[src/rtl/crc32_hash_bucket_index_core_assert.svh]
// Assertion macros shared by the hash core RTL.
`ifndef CRC32_HASH_BUCKET_INDEX_CORE_ASSERT_SVH
`define CRC32_HASH_BUCKET_INDEX_CORE_ASSERT_SVH
`ifndef NO_ASSERTIONS
// Clocked on aclk, masked while aresetn is low.
`define CRCHB_ASSERT(lbl, prop) \
    lbl: assert property (@(posedge aclk) disable iff (!aresetn) prop) \
        else $error("crc32 hash core: assertion failed");
// Condition in one cycle implies expression in the next.
`define CRCHB_ASSERT_NEXT(lbl, cond, expr) `CRCHB_ASSERT(lbl, (cond) |=> (expr))
`else
`define CRCHB_ASSERT(lbl, prop)
`define CRCHB_ASSERT_NEXT(lbl, cond, expr)
`endif
`endif

[src/rtl/crchb_pkg.sv]
// Shared types and constants of the CRC-32 hash and bucket index core.
package crchb_pkg;

    // Reflected CRC polynomial
    localparam logic [31:0] CRC_POLY = 32'hF3C5_F6A9;

    // CRC digit size and digits per byte
    localparam int DIGIT_W   = 2;
    localparam int DIGITS    = 8 / DIGIT_W;
    localparam int DIG_CNT_W = $clog2(DIGITS);

    // Shared restoring divider: 33-bit numerator and divisor
    localparam int DIV_W     = 33;
    localparam int DIV_STEPS = DIV_W;
    localparam int DIV_CNT_W = $clog2(DIV_STEPS + 1);

    // Configuration register indexes
    localparam int CFG_IDX_W = 2;
    localparam logic [CFG_IDX_W-1:0] CFG_INITIAL_HASH = 2'd0;
    localparam logic [CFG_IDX_W-1:0] CFG_BUCKET_COUNT = 2'd1;
    localparam logic [CFG_IDX_W-1:0] CFG_SIGN_EXTEND  = 2'd2;

    // Control states of the core
    typedef enum logic [2:0] {
        ST_IDLE,
        ST_DEN,
        ST_CRC,
        ST_HASH,
        ST_DIV,
        ST_LOAD
    } state_t;

    // Division request into the shared divider
    typedef struct packed {
        logic             start;
        logic [DIV_W-1:0] num;
        logic [DIV_W-1:0] den;
    } div_req_t;

endpackage

[src/rtl/crchb_div.sv]
// Bit-serial restoring divider, one quotient bit per cycle.
`include "crc32_hash_bucket_index_core_assert.svh"

module crchb_div (
    input  logic                      aclk,
    input  logic                      aresetn,
    input  crchb_pkg::div_req_t       req,
    output logic                      busy,
    output logic [crchb_pkg::DIV_W-1:0] quo
);

    logic [crchb_pkg::DIV_CNT_W-1:0] cnt_reg, cnt_next;
    logic [crchb_pkg::DIV_W-1:0]     num_reg, num_next;
    logic [crchb_pkg::DIV_W-1:0]     den_reg, den_next;
    logic [crchb_pkg::DIV_W-1:0]     rem_reg, rem_next;
    logic [crchb_pkg::DIV_W-1:0]     quo_reg, quo_next;
    logic [crchb_pkg::DIV_W:0]       trial;
    logic                            fits;

    assign busy = (cnt_reg != '0);
    assign quo  = quo_reg;

    // One shift-compare-subtract step
    always_comb begin
        trial    = {rem_reg, num_reg[crchb_pkg::DIV_W-1]};
        fits     = (trial >= {1'b0, den_reg});
        cnt_next = cnt_reg;
        num_next = num_reg;
        den_next = den_reg;
        rem_next = rem_reg;
        quo_next = quo_reg;
        if (req.start) begin
            cnt_next = crchb_pkg::DIV_CNT_W'(crchb_pkg::DIV_STEPS);
            num_next = req.num;
            den_next = req.den;
            rem_next = '0;
        end else if (busy) begin
            cnt_next = cnt_reg - 1'b1;
            num_next = {num_reg[crchb_pkg::DIV_W-2:0], 1'b0};
            rem_next = fits ? crchb_pkg::DIV_W'(trial - {1'b0, den_reg})
                            : trial[crchb_pkg::DIV_W-1:0];
            quo_next = {quo_reg[crchb_pkg::DIV_W-2:0], fits};
        end
    end

    always_ff @(posedge aclk) begin
        if (!aresetn) begin
            cnt_reg <= '0;
        end else begin
            cnt_reg <= cnt_next;
        end
    end

    always_ff @(posedge aclk) begin
        num_reg <= num_next;
        den_reg <= den_next;
        rem_reg <= rem_next;
        quo_reg <= quo_next;
    end

    // Step counter stays in range and a new request never lands mid-division
    `CRCHB_ASSERT(a_cnt_range, cnt_reg <= crchb_pkg::DIV_CNT_W'(crchb_pkg::DIV_STEPS))
    `CRCHB_ASSERT(a_no_restart, req.start |-> !busy)
    `CRCHB_ASSERT_NEXT(a_start_busy, req.start, busy)

endmodule

[src/rtl/crc32_hash_bucket_index_core.sv]
// CRC-32 key hasher with bucket index: top level.
// Each key byte is accepted in ST_IDLE, then ST_CRC folds it in as four digits, the CRC advancing 2 bits per cycle.
// After the last byte, ST_HASH issues the divide, ST_DIV waits out the bit-serial divider and ST_LOAD loads the result.
// A write to bucket_count (and reset) starts a divisor computation that keeps s_tready
// low until it ends; the first key after reset waits for it.
// Reset is synchronous, active low; the result register frees the input side.
`include "crc32_hash_bucket_index_core_assert.svh"

module crc32_hash_bucket_index_core (
    input  logic                              aclk,
    input  logic                              aresetn,
    // configuration write port
    input  logic                              cfg_wr_en,
    input  logic [crchb_pkg::CFG_IDX_W-1:0]   cfg_index,
    input  logic [31:0]                       cfg_wdata,
    // key byte stream
    input  logic                              s_tvalid,
    output logic                              s_tready,
    input  logic [7:0]                        s_tdata,   // [7:0] data_byte
    input  logic                              s_tlast,   // last_byte
    // result stream
    output logic                              m_tvalid,
    input  logic                              m_tready,
    output logic [47:0]                       m_tdata    // [31:0] hash_value, [47:32] bucket_index
);

    crchb_pkg::state_t   state_reg, state_next;
    crchb_pkg::div_req_t div_req;
    logic                div_busy;
    logic [crchb_pkg::DIV_W-1:0] div_quo;

    logic [31:0] init_hash_reg;
    logic [15:0] bucket_cnt_reg;
    logic        sext_reg;
    logic        den_stale_reg, den_stale_next;
    logic [crchb_pkg::DIV_W-1:0] den_reg, den_next;

    logic [31:0] crc_reg, crc_next;
    logic [crchb_pkg::DIG_CNT_W-1:0] dig_reg, dig_next;
    logic        last_reg, last_next;
    logic        key_reg, key_next;

    logic        m_valid_reg, m_valid_next;
    logic [31:0] hash_out_reg, hash_out_next;
    logic [15:0] bucket_out_reg, bucket_out_next;

    logic        s_accept;
    logic        out_load;
    logic        dig_last;
    logic [15:0] count_eff;
    logic [15:0] count_m1;
    logic [31:0] crc_base;
    logic [31:0] byte_ext;

    // Advance a reflected CRC by one digit
    function automatic logic [31:0] crc_digit(input logic [31:0] c);
        logic [31:0] r;
        r = c;
        for (int k = 0; k < crchb_pkg::DIGIT_W; k++) begin
            r = r[0] ? ((r >> 1) ^ crchb_pkg::CRC_POLY) : (r >> 1);
        end
        return r;
    endfunction

    crchb_div u_div (
        .aclk    (aclk),
        .aresetn (aresetn),
        .req     (div_req),
        .busy    (div_busy),
        .quo     (div_quo)
    );

    assign s_accept  = s_tvalid && s_tready;
    assign m_tvalid  = m_valid_reg;
    assign m_tdata   = {bucket_out_reg, hash_out_reg};

    // Final digit of the current byte
    assign dig_last  = (dig_reg == crchb_pkg::DIG_CNT_W'(crchb_pkg::DIGITS - 1));

    // Zero buckets behave as one; divisor = (2^32 + n - 1) / n
    assign count_eff = (bucket_cnt_reg == 16'd0) ? 16'd1 : bucket_cnt_reg;
    assign count_m1  = count_eff - 16'd1;

    // Byte folded into the CRC at acceptance
    assign crc_base = key_reg ? crc_reg : init_hash_reg;
    assign byte_ext = {{24{sext_reg && s_tdata[7]}}, s_tdata};

    // Configuration registers
    always_ff @(posedge aclk) begin
        if (!aresetn) begin
            init_hash_reg  <= '0;
            bucket_cnt_reg <= 16'd1;
            sext_reg       <= 1'b1;
        end else if (cfg_wr_en) begin
            case (cfg_index)
                crchb_pkg::CFG_INITIAL_HASH: init_hash_reg  <= cfg_wdata;
                crchb_pkg::CFG_BUCKET_COUNT: bucket_cnt_reg <= cfg_wdata[15:0];
                crchb_pkg::CFG_SIGN_EXTEND:  sext_reg       <= cfg_wdata[0];
                default: ;
            endcase
        end
    end

    // Control FSM, CRC digit shifter and result register
    always_comb begin
        state_next      = state_reg;
        den_stale_next  = den_stale_reg;
        den_next        = den_reg;
        crc_next        = crc_reg;
        dig_next        = dig_reg;
        last_next       = last_reg;
        key_next        = key_reg;
        m_valid_next    = m_valid_reg;
        hash_out_next   = hash_out_reg;
        bucket_out_next = bucket_out_reg;
        s_tready        = 1'b0;
        out_load        = 1'b0;
        div_req.start   = 1'b0;
        div_req.num     = {1'b0, crc_reg};
        div_req.den     = den_reg;

        if (m_valid_reg && m_tready) begin
            m_valid_next = 1'b0;
        end

        case (state_reg)
            crchb_pkg::ST_IDLE: begin
                s_tready = !den_stale_reg;
                if (den_stale_reg) begin
                    div_req.start  = 1'b1;
                    div_req.num    = {1'b1, 16'd0, count_m1};
                    div_req.den    = {17'd0, count_eff};
                    den_stale_next = 1'b0;
                    state_next     = crchb_pkg::ST_DEN;
                end else if (s_accept) begin
                    crc_next   = crc_base ^ byte_ext;
                    dig_next   = '0;
                    last_next  = s_tlast;
                    key_next   = !s_tlast;
                    state_next = crchb_pkg::ST_CRC;
                end
            end
            crchb_pkg::ST_DEN: begin
                if (!div_busy) begin
                    den_next   = div_quo;
                    state_next = crchb_pkg::ST_IDLE;
                end
            end
            crchb_pkg::ST_CRC: begin
                crc_next = crc_digit(crc_reg);
                dig_next = dig_reg + 1'b1;
                if (dig_last) begin
                    state_next = last_reg ? crchb_pkg::ST_HASH : crchb_pkg::ST_IDLE;
                end
            end
            crchb_pkg::ST_HASH: begin
                div_req.start = 1'b1;
                state_next    = crchb_pkg::ST_DIV;
            end
            crchb_pkg::ST_DIV: begin
                if (!div_busy) begin
                    state_next = crchb_pkg::ST_LOAD;
                end
            end
            crchb_pkg::ST_LOAD: begin
                if (!m_valid_reg || m_tready) begin
                    out_load        = 1'b1;
                    m_valid_next    = 1'b1;
                    hash_out_next   = crc_reg;
                    bucket_out_next = div_quo[15:0];
                    state_next      = crchb_pkg::ST_IDLE;
                end
            end
            default: begin
                state_next = crchb_pkg::ST_IDLE;
            end
        endcase

        // A new bucket count invalidates the divisor
        if (cfg_wr_en && (cfg_index == crchb_pkg::CFG_BUCKET_COUNT)) begin
            den_stale_next = 1'b1;
        end
    end

    always_ff @(posedge aclk) begin
        if (!aresetn) begin
            state_reg     <= crchb_pkg::ST_IDLE;
            den_stale_reg <= 1'b1;
            key_reg       <= 1'b0;
            m_valid_reg   <= 1'b0;
        end else begin
            state_reg     <= state_next;
            den_stale_reg <= den_stale_next;
            key_reg       <= key_next;
            m_valid_reg   <= m_valid_next;
        end
    end

    always_ff @(posedge aclk) begin
        den_reg        <= den_next;
        crc_reg        <= crc_next;
        dig_reg        <= dig_next;
        last_reg       <= last_next;
        hash_out_reg   <= hash_out_next;
        bucket_out_reg <= bucket_out_next;
    end

    // Divider is free whenever bytes can be taken
    `CRCHB_ASSERT(a_idle_div_free, (state_reg == crchb_pkg::ST_IDLE) |-> !div_busy)
    // A byte leaves ST_CRC after its final digit
    `CRCHB_ASSERT_NEXT(a_crc_done, (state_reg == crchb_pkg::ST_CRC) && dig_last, state_reg != crchb_pkg::ST_CRC)
    // A result appears only from the load step
    `CRCHB_ASSERT(a_result_src, $rose(m_valid_reg) |-> $past(out_load))
    // Loading never overwrites an untaken result
    `CRCHB_ASSERT(a_no_overwrite, out_load |-> (!m_valid_reg || m_tready))

endmodule

[config.mk]
export PLATFORM = sky130hd
export DESIGN_NAME = crc32_hash_bucket_index_core
export DESIGN_NICKNAME = d
export VERILOG_FILES = /design/src/rtl/crchb_pkg.sv /design/src/rtl/crchb_div.sv /design/src/rtl/crc32_hash_bucket_index_core.sv
export VERILOG_INCLUDE_DIRS = /design/src /design/src/rtl
export SDC_FILE = /design/constraint.sdc
export NUM_CORES = 1
export LEC_CHECK = 0
export ABC_AREA = 1
export ABC_CLOCK_PERIOD_IN_PS = 5200
export BUFFER_PORTS_ARGS = -buffer_cell sky130_fd_sc_hd__buf_2
export CORE_MARGIN = 4
export CORE_UTILIZATION = 60
export CTS_BUF_LIST = sky130_fd_sc_hd__clkbuf_8 sky130_fd_sc_hd__clkbuf_16
export CTS_CLUSTER_DIAMETER = 50
export DETAILED_ROUTE_END_ITERATION = 10
export PLACE_DENSITY = 0.82
export SYNTH_ARGS = -nofsm -noshare
export SYNTH_HDL_FRONTEND = slang
export SYNTH_SLANG_ARGS = --single-unit
[constraint.sdc]
create_clock -name aclk -period 5.2 [get_ports aclk]
set_input_delay 1.04 -clock aclk [delete_from_list [all_inputs] [get_ports aclk]]
set_output_delay 1.04 -clock aclk [all_outputs]
set_load 0.01 [all_outputs]
==> impl.org, run 1 <==
** Status
- Result of the run :: finished clean

** STA
- The smallest clock period supported by the final layout is computed as about 3.7 ns.
- Static timing analysis puts the maximum clock frequency at 0.272 GHz.
- Total negative slack for setup checks :: 0 ns
- For the pin with the worst max-slew slack, the measured transition is between 1 and 1.5 ns.
- Dividing the final minimum period by the clock period gives 0.708.
- Setup violations remaining at the end of the flow were counted as 0.
- Measured against its own limit, the worst slew margin works out to 0.310.
- Max-slew violation count :: 0
- Clock skew :: ~0.026 ns
- Hold violation total from the final report :: 0
- Setup repair after global routing left no endpoint under its margin.
- Hold WS :: ~0.42 ns

** Clock tree
- Clock Tree Buf Depth :: 3
- # resized after CTS :: 0
- In this run, CTS created clock tree buffers numbering 31.
- Clk_lat worst skew :: approximately 0.56 ns
- Clock-pin slew was measured on the worst setup and hold paths at approximately 0.070 ns.
- TritonCTS built the clock tree.
- Hold buffer count at cts :: 0
- Master cell of the clock root buffer :: clkbuf_16
- In this run the number of H-tree levels came out at 1.
- The clock net in this run drives a total of roughly 310 sinks.
- Once the clock tree was built, the setup fixing pass inserted 0 buffers.

** Drt
- Summed over all layers, the routed wires come to between 30000 and 40000 um.
- Number of design rule violations left after detail routing :: 0
- After detailed routing, the average wire length per cell comes to about 16 um.
- Post-DRT Antenna Nets :: 0
- The routed design uses approximately 17000 um of met2 wire.
- TritonRoute pass-1 iters :: 6
- The detailed router put a total of 15500 um of wire on met1.
- Average vias per placed instance :: ~5.5
- Total met3 wirelength after detailed routing :: ~3000 um
- Number of DRC violations after detailed-routing iteration 0 :: about 920
- Top Metal Used :: met4
- Vias :: 12400

** Floorplan
- The die is between 150 and 200 um tall.
- Die Wd :: roughly 170 um
- The initial utilization of the core area, before any placement, comes to 0.615.
- The die covers around 0.029 sq mm.
- 98 I/O pins were placed.
- The floorplan has between 50 and 60 rows.
- The total area inside the core boundary comes to 0.0253 sq mm.

** Critical path
- Worst path required time :: about 5.4 ns
- Count of cells along the worst register-to-register path :: 10
- Sort of element at the start of the critical path :: register
- Slack of the worst reg-to-reg path :: between 1.5 and 2 ns
- The critical path is of the reg2reg type.
- Reg-to-Reg Start :: state_reg[2]
- The worst register-to-register path ends at u_div.quo[2].
- Nature of the critical path endpoint :: register
- For this design, the slowest cell found on the critical path is inv_2.
- Crit path cell chain :: inv_2 > nand2_2 > nor2_2 > buf_4 > inv_4 > nand2_4 > inv_4 > nand2_4 > inv_2 > buf_4
- Largest fanout on the critical path :: 50
- In this design, the stage delay of the slowest critical-path cell is approximately 0.53 ns.
- Arrival time of data at the critical path endpoint :: between 3 and 4 ns

** Final layout
- Post-route cell area :: 0.0174 sq mm
- After filler insertion, the fill cell instance count of the layout stands at 1949.
- Final layout net count :: ~2000
- In the final layout, the share of cells above drive strength 1 is 0.106.
- Diode count :: 0
- From synthesis to final layout, the design area changed by 11.8%.

** Synthesis
- Count leader, synth :: nand2_1
- The synthesized netlist occupies a cell area of approximately 0.016 sq mm.
- Post-synthesis cell type with the largest combined area :: edfxtp_1
- When the netlist entered floorplanning its net count stood at between 1500 and 2000.
- Of the post-synthesis cell area, the dominant cell type holds 0.415.
- The cell count after synthesis came out at 1834.
- Yosys mapped a number of flops with a built-in enable equal to roughly 220.
- Proportion of synthesized flip-flops having asynchronous set or reset :: 0
- Cell types occupying the most area after synthesis :: edfxtp_1 41%, nand2_1 12%, dfxtp_1 12%, inv_1 6.2%, o21ai_0 4.5%
- Yosys warns :: 0
- Dividing the synthesized area by the synthesized cell count gives 8.49 sq um.
- Synthesis inferred between 300 and 400 register bits.
- Of the synthesized area, sequential elements account for 0.536.
- In the synthesized netlist the dominant register cell turns out to be edfxtp_1.
- By count the netlist is led by 508 x nand2_1, 256 x inv_1, 215 x edfxtp_1, 178 x nor2_1, 139 x o21ai_0.
- Yosys cell types :: between 40 and 50

** Worst hold path
- The worst hold path terminates at den_reg[32].
- In this run the most critical hold path is launched from u_div.quo[32].
- Cell depth of the worst min-delay path :: 0
- Path category of the worst min-delay check :: reg2reg

** Power and ir drop
- After layout, the design draws a total of about 0.011 W.
- Peak supply drop :: 0.480 mV
- Power density cells :: approximately 660 mW/mm^2
- Static leakage :: a little under 8 nW

** Job
- Maximum capacitance violations :: 0

** Placement
- Total half-perimeter wirelength after legalization and detailed placement :: about 27000 um
- Area after DPL :: 0.0163 sq mm
- Input and output buffers added on the ports amount to 97.
- At the end of routability-driven placement, the weighted congestion stood at ~1.

** GRT
- The via count of the first global-routing pass was approximately 12000.
- The initial antenna violation count is 0.
- Global routing finished with a remaining overflow of 0.
- The first global-routing pass estimated about 61000 um of wire.
- Maximum number of pins on one net before global-route repair :: 60
- Across every metal layer, demand over resource in global routing totals 0.260.
[cell type report]
cell class	instances	area [sq um]	share of cell area
clock buffers	34	817	0.0469
clock inverters	23	294	0.0169
inverters	264	996	0.0572
multi-input cells	1199	5950	0.342
flip-flops and latches	309	8340	0.479
well taps	330	413	0.0237
repair buffers	111	591	0.0339
[report_power, final]
group / switching, W / total (W) / internal, W
Clock: 0.000965 / 0.00236 / 0.00140
Sequential: 0.000453 / 0.00423 / 0.00378
Combinational: 0.00335 / 0.00490 / 0.00155
Total: 0.00477 / 0.0115 / 0.00673
[metal layers]
metal  up-vias  GRT usage
li1       6093          -
met1      5638      0.360
met2       573      0.429
met3        87     0.0367
met4         0     0.0767
met5         -          0
[critical path, delay by kind of cell (launching register included)]
family	cells	cell delay (ns)
buffers and inverters	6	2.09
and+or+nand+nor	4	0.67
DFF	1	0.49
[cell families after synthesis]
logic type	synth area share
simple gates	0.234
buf+inv	0.0829
flops	0.536
compound gates	0.0812
xor+xnor	0.0343
fa+ha+maj	0.0302
mux	0.00129
[worst max-delay path by stage]
stage,from,endpoint,slack [ns],cells after the start
detailed placement,state_reg[2],u_div.quo[5],1.57,10
floorplan,u_div.cnt_reg[0],den_reg[0],0.60,6
global placement,state_reg[2],u_div.quo[10],1.70,10
CTS,state_reg[2],u_div.quo[11],1.54,10
global route,state_reg[2],u_div.rem_reg[5],1.25,12
finish,state_reg[2],u_div.quo[2],1.52,10
[per-stage QoR]
| step | utilization | cells | setup slack, ns |
|---|---|---|---|
| after floorplan | - | 1834 | 0.601 |
| after global placement | 0.643 | 2213 | 1.70 |
| after detailed placement | 0.643 | 2213 | 1.57 |
| after CTS | 0.687 | 2270 | 1.54 |
| after global routing | 0.687 | 2270 | 1.25 |
| final | 0.687 | 2270 | 1.52 |
[placed cells by master, fill, tap and decap left out, drive strengths merged, types with 2 or more instances in the layout]
cell,count
clkbuf,34
xor2,41
mux2i,2
inv,268
dfxtp,94
nor4,2
a211oi,2
edfxtp,215
o211ai,2
a21oi,57
nand4,14
ha,36
clkinvlp,6
and2,6
o22ai,7
o221ai,2
buf,111
bufinv,5
nor2,186
nand3b,17
a22o,10
nand3,104
nand2,521
nor3,13
a31oi,2
clkinv,8
xnor2,20
o21ai,148
o21bai,4
Power figures use the tool's default switching activity.
==> inputs of run 2 (changes only) <==
--- a/config.mk
+++ b/config.mk
@@ -7,7 +7,7 @@
 export NUM_CORES = 1
 export LEC_CHECK = 0
 export ABC_AREA = 1
-export ABC_CLOCK_PERIOD_IN_PS = 5200
+export ABC_CLOCK_PERIOD_IN_PS = 3600
 export BUFFER_PORTS_ARGS = -buffer_cell sky130_fd_sc_hd__buf_2
 export CORE_MARGIN = 4
 export CORE_UTILIZATION = 60
==> constraint.sdc (replaced) <==
create_clock -name aclk -period 3.6 [get_ports aclk]
set_input_delay 0.72 -clock aclk [delete_from_list [all_inputs] [get_ports aclk]]
set_output_delay 0.72 -clock aclk [all_outputs]
set_load 0.01 [all_outputs]
==> impl.org, run 2 (same netlist as run 1, synthesis figures left out) <==
** Final layout
- The ratio of cells with drive above 1 in the final layout was 0.114 (+0.00879).
- The net count of the finished layout came to 2012 (+0.55%).
- Diode count :: 0 (unchanged)
- Area added between synthesis and finish :: 14.2%
- Commonest non-fill, non-tap cell in the layout :: nand2_1
- Commonest cells after routing, fill and taps aside :: 508 x nand2_1, 257 x inv_1, 215 x edfxtp_1

** Power and ir drop
- Power density cells :: 986 mW/mm^2 (+49%)
- Static leakage :: 8.13 nW (+2.4%)
- Peak supply drop :: 0.605 mV (+26%)

** Placement
- Number of input and output port buffers inserted :: 97 (unchanged)
- The global placer's final weighted congestion came to 0.926 (-9.4%).
- Total half-perimeter wirelength after legalization and detailed placement :: 28100 um (+5.6%)

** Critical path
- Arrival time of data at the critical path endpoint :: 3.59 ns (-0.30 ns)
- Critical path start-end classification :: reg2reg
- Nature of the critical path endpoint :: register
- The largest fanout on the critical path was 33 (-34%).
- The worst endpoint required time was 3.87 ns (-1.54 ns).
- The worst setup path is launched from a register.

** Clock tree
- Clock input transition at the sequential cells of the worst setup and hold paths :: 0.06 ns (about the same)
- The number of sinks on the clock net came to 309 (unchanged).
- CTS tree :: built
- Master cell of the clock root buffer :: clkbuf_16
- Count of H-tree levels built during CTS :: 2 (+1)
- Clk_lat worst skew :: 0.53 ns (-0.03 ns)
- # resized after CTS :: 0 (unchanged)
- Hold buffer count at cts :: 0 (unchanged)
- Clock Tree Buf Depth :: 3 (unchanged)
- Inserted Clock Buffers :: 38 (+23%)
- Post CTS Setup Buffer Count :: 0 (unchanged)

** GRT
- The wire length of the first global-routing pass was 64600 um (+6.6%).
- met2 is the most crowded layer.
- M1 GR Usage :: 0.393 (+0.0331)
- Met3 track demand over resource :: 0.0446 (+0.00794)
- The total congestion overflow after global routing is 0 (unchanged).
- Number of global-route vias before repair :: 12400 (+2.5%)
- The total global-route track usage came to 0.283 (+0.0230).
- The met2 track utilization from global routing was 0.471 (+0.0418).
- The initial antenna violation count was 1 (+1).
- Maximum number of pins on one net before global-route repair :: 60 (unchanged)

** Drt
- Number of DRC violations after detailed-routing iteration 0 :: 1154 (+25%)
- The wire length per cell was 17.7 um (+8.4%).
- The routed wire length was 40400 um (+9.2%).
- Vias :: 12600 (+1.9%)
- Average vias per placed instance :: 5.52 (+1.1%)
- The count of antenna-violating nets left after detailed routing was 0 (unchanged).
- TritonRoute pass-1 iters :: 6 (unchanged)
- The post-route DRC violation count came to 0 (unchanged).

** Floorplan
- The number of cell rows was 58 (unchanged).
- Die H :: 169 um (unchanged)
- The horizontal extent of the die was 169 um (unchanged).
- The area of the die was 0.0286 sq mm (unchanged).
- Number of top-level pins :: 98 (unchanged)
- Initial Util :: 0.615 (unchanged)
- Std-Cell Core Area :: 0.0253 sq mm (unchanged)

** STA
- The actual transition at the worst max-transition pin is 1.24 ns (+0.203 ns).
- The portion of the clock cycle consumed by the worst path in the final layout was 0.923 (+0.215).
- Max Freq :: 0.301 GHz (+11%)
- The shortest period the worst path allows was 3.32 ns (-0.359 ns).
- Hold WS :: 0.389 ns (-0.0299 ns)
- Unrepaired setup endpoints after global routing :: false
- The total count of max-transition violations in the final report is 0 (unchanged).
- Clock skew :: 0.0302 ns (+0.00463 ns)
- Hold violation total from the final report :: 0 (unchanged)
- Slew Limit Headroom :: 0.175 (-0.135)
- The final-report setup violation count is 0 (unchanged).
- Total negative slack for setup checks :: 0 ns (unchanged)

** Worst hold path
- The worst hold path belongs to the class in2reg.

** Job
- The number of max-capacitance violations reported was 0 (unchanged).

** Status
- Result of the run :: finished clean
run 2: final timing paths:
kind,startpoint,end,slack (ns),cells after the start
setup / recovery,u_div.cnt_reg[0],u_div.num_reg[24],0.28,8
hold / removal,s_tlast,last_reg,0.39,1
hold reg to reg,u_div.quo[32],den_reg[32],0.43,0
setup reg to reg,u_div.cnt_reg[0],u_div.num_reg[24],0.28,8
run 2: metal layers:
| metal | wire (um) | up-vias |
|---|---|---|
| met5 | 17 | - |
| met4 | 861 | 2 |
| met3 | 3200 | 73 |
| met2 | 19200 | 559 |
| met1 | 17100 | 5858 |
| li1 | - | 6130 |
run 2: per-stage QoR:
stage,cells,cell area (sq um),setup slack (ns),total power (W),utilization
after floorplan,1834,15600,0.0381,0.0113,-
final,2287,17800,0.278,0.0175,0.702
after detailed placement,2217,16400,0.392,0.0133,0.646
after global placement,2217,16400,0.465,0.0131,0.646
after global routing,2287,17800,0.103,0.0187,0.702
after CTS,2287,17800,0.379,0.0175,0.702
run 2: layout make-up:
class / instances / area [sq um]
Clock buffer: 49 / 1140
Clock inverter: 21 / 269
Fill cell: 1923 / 7550
Inverter: 264 / 996
Multi-Input combinational cell: 1199 / 5960
Sequential cell: 309 / 8340
Tap cell: 330 / 413
Timing Repair Buffer: 115 / 658
run 2: critical path: stages, from the launching register on:
cell and delay (ns):
dfxtp_1 0.29, inv_1 0.10, ha_1 0.21, nand2_1 0.10, nor2_1 0.13, nand2_1 0.23
nor2_2 1.01, inv_1 0.60, buf_12 0.37
run 2: where the power goes:
group	internal (W)	leakage (nW)	switching (W)	total, W
sequential	0.00545	2.84	0.000680	0.00613
combinational	0.00231	4.60	0.00497	0.00728
clock	0.00256	0.690	0.00156	0.00412
total	0.0103	8.13	0.00721	0.0175
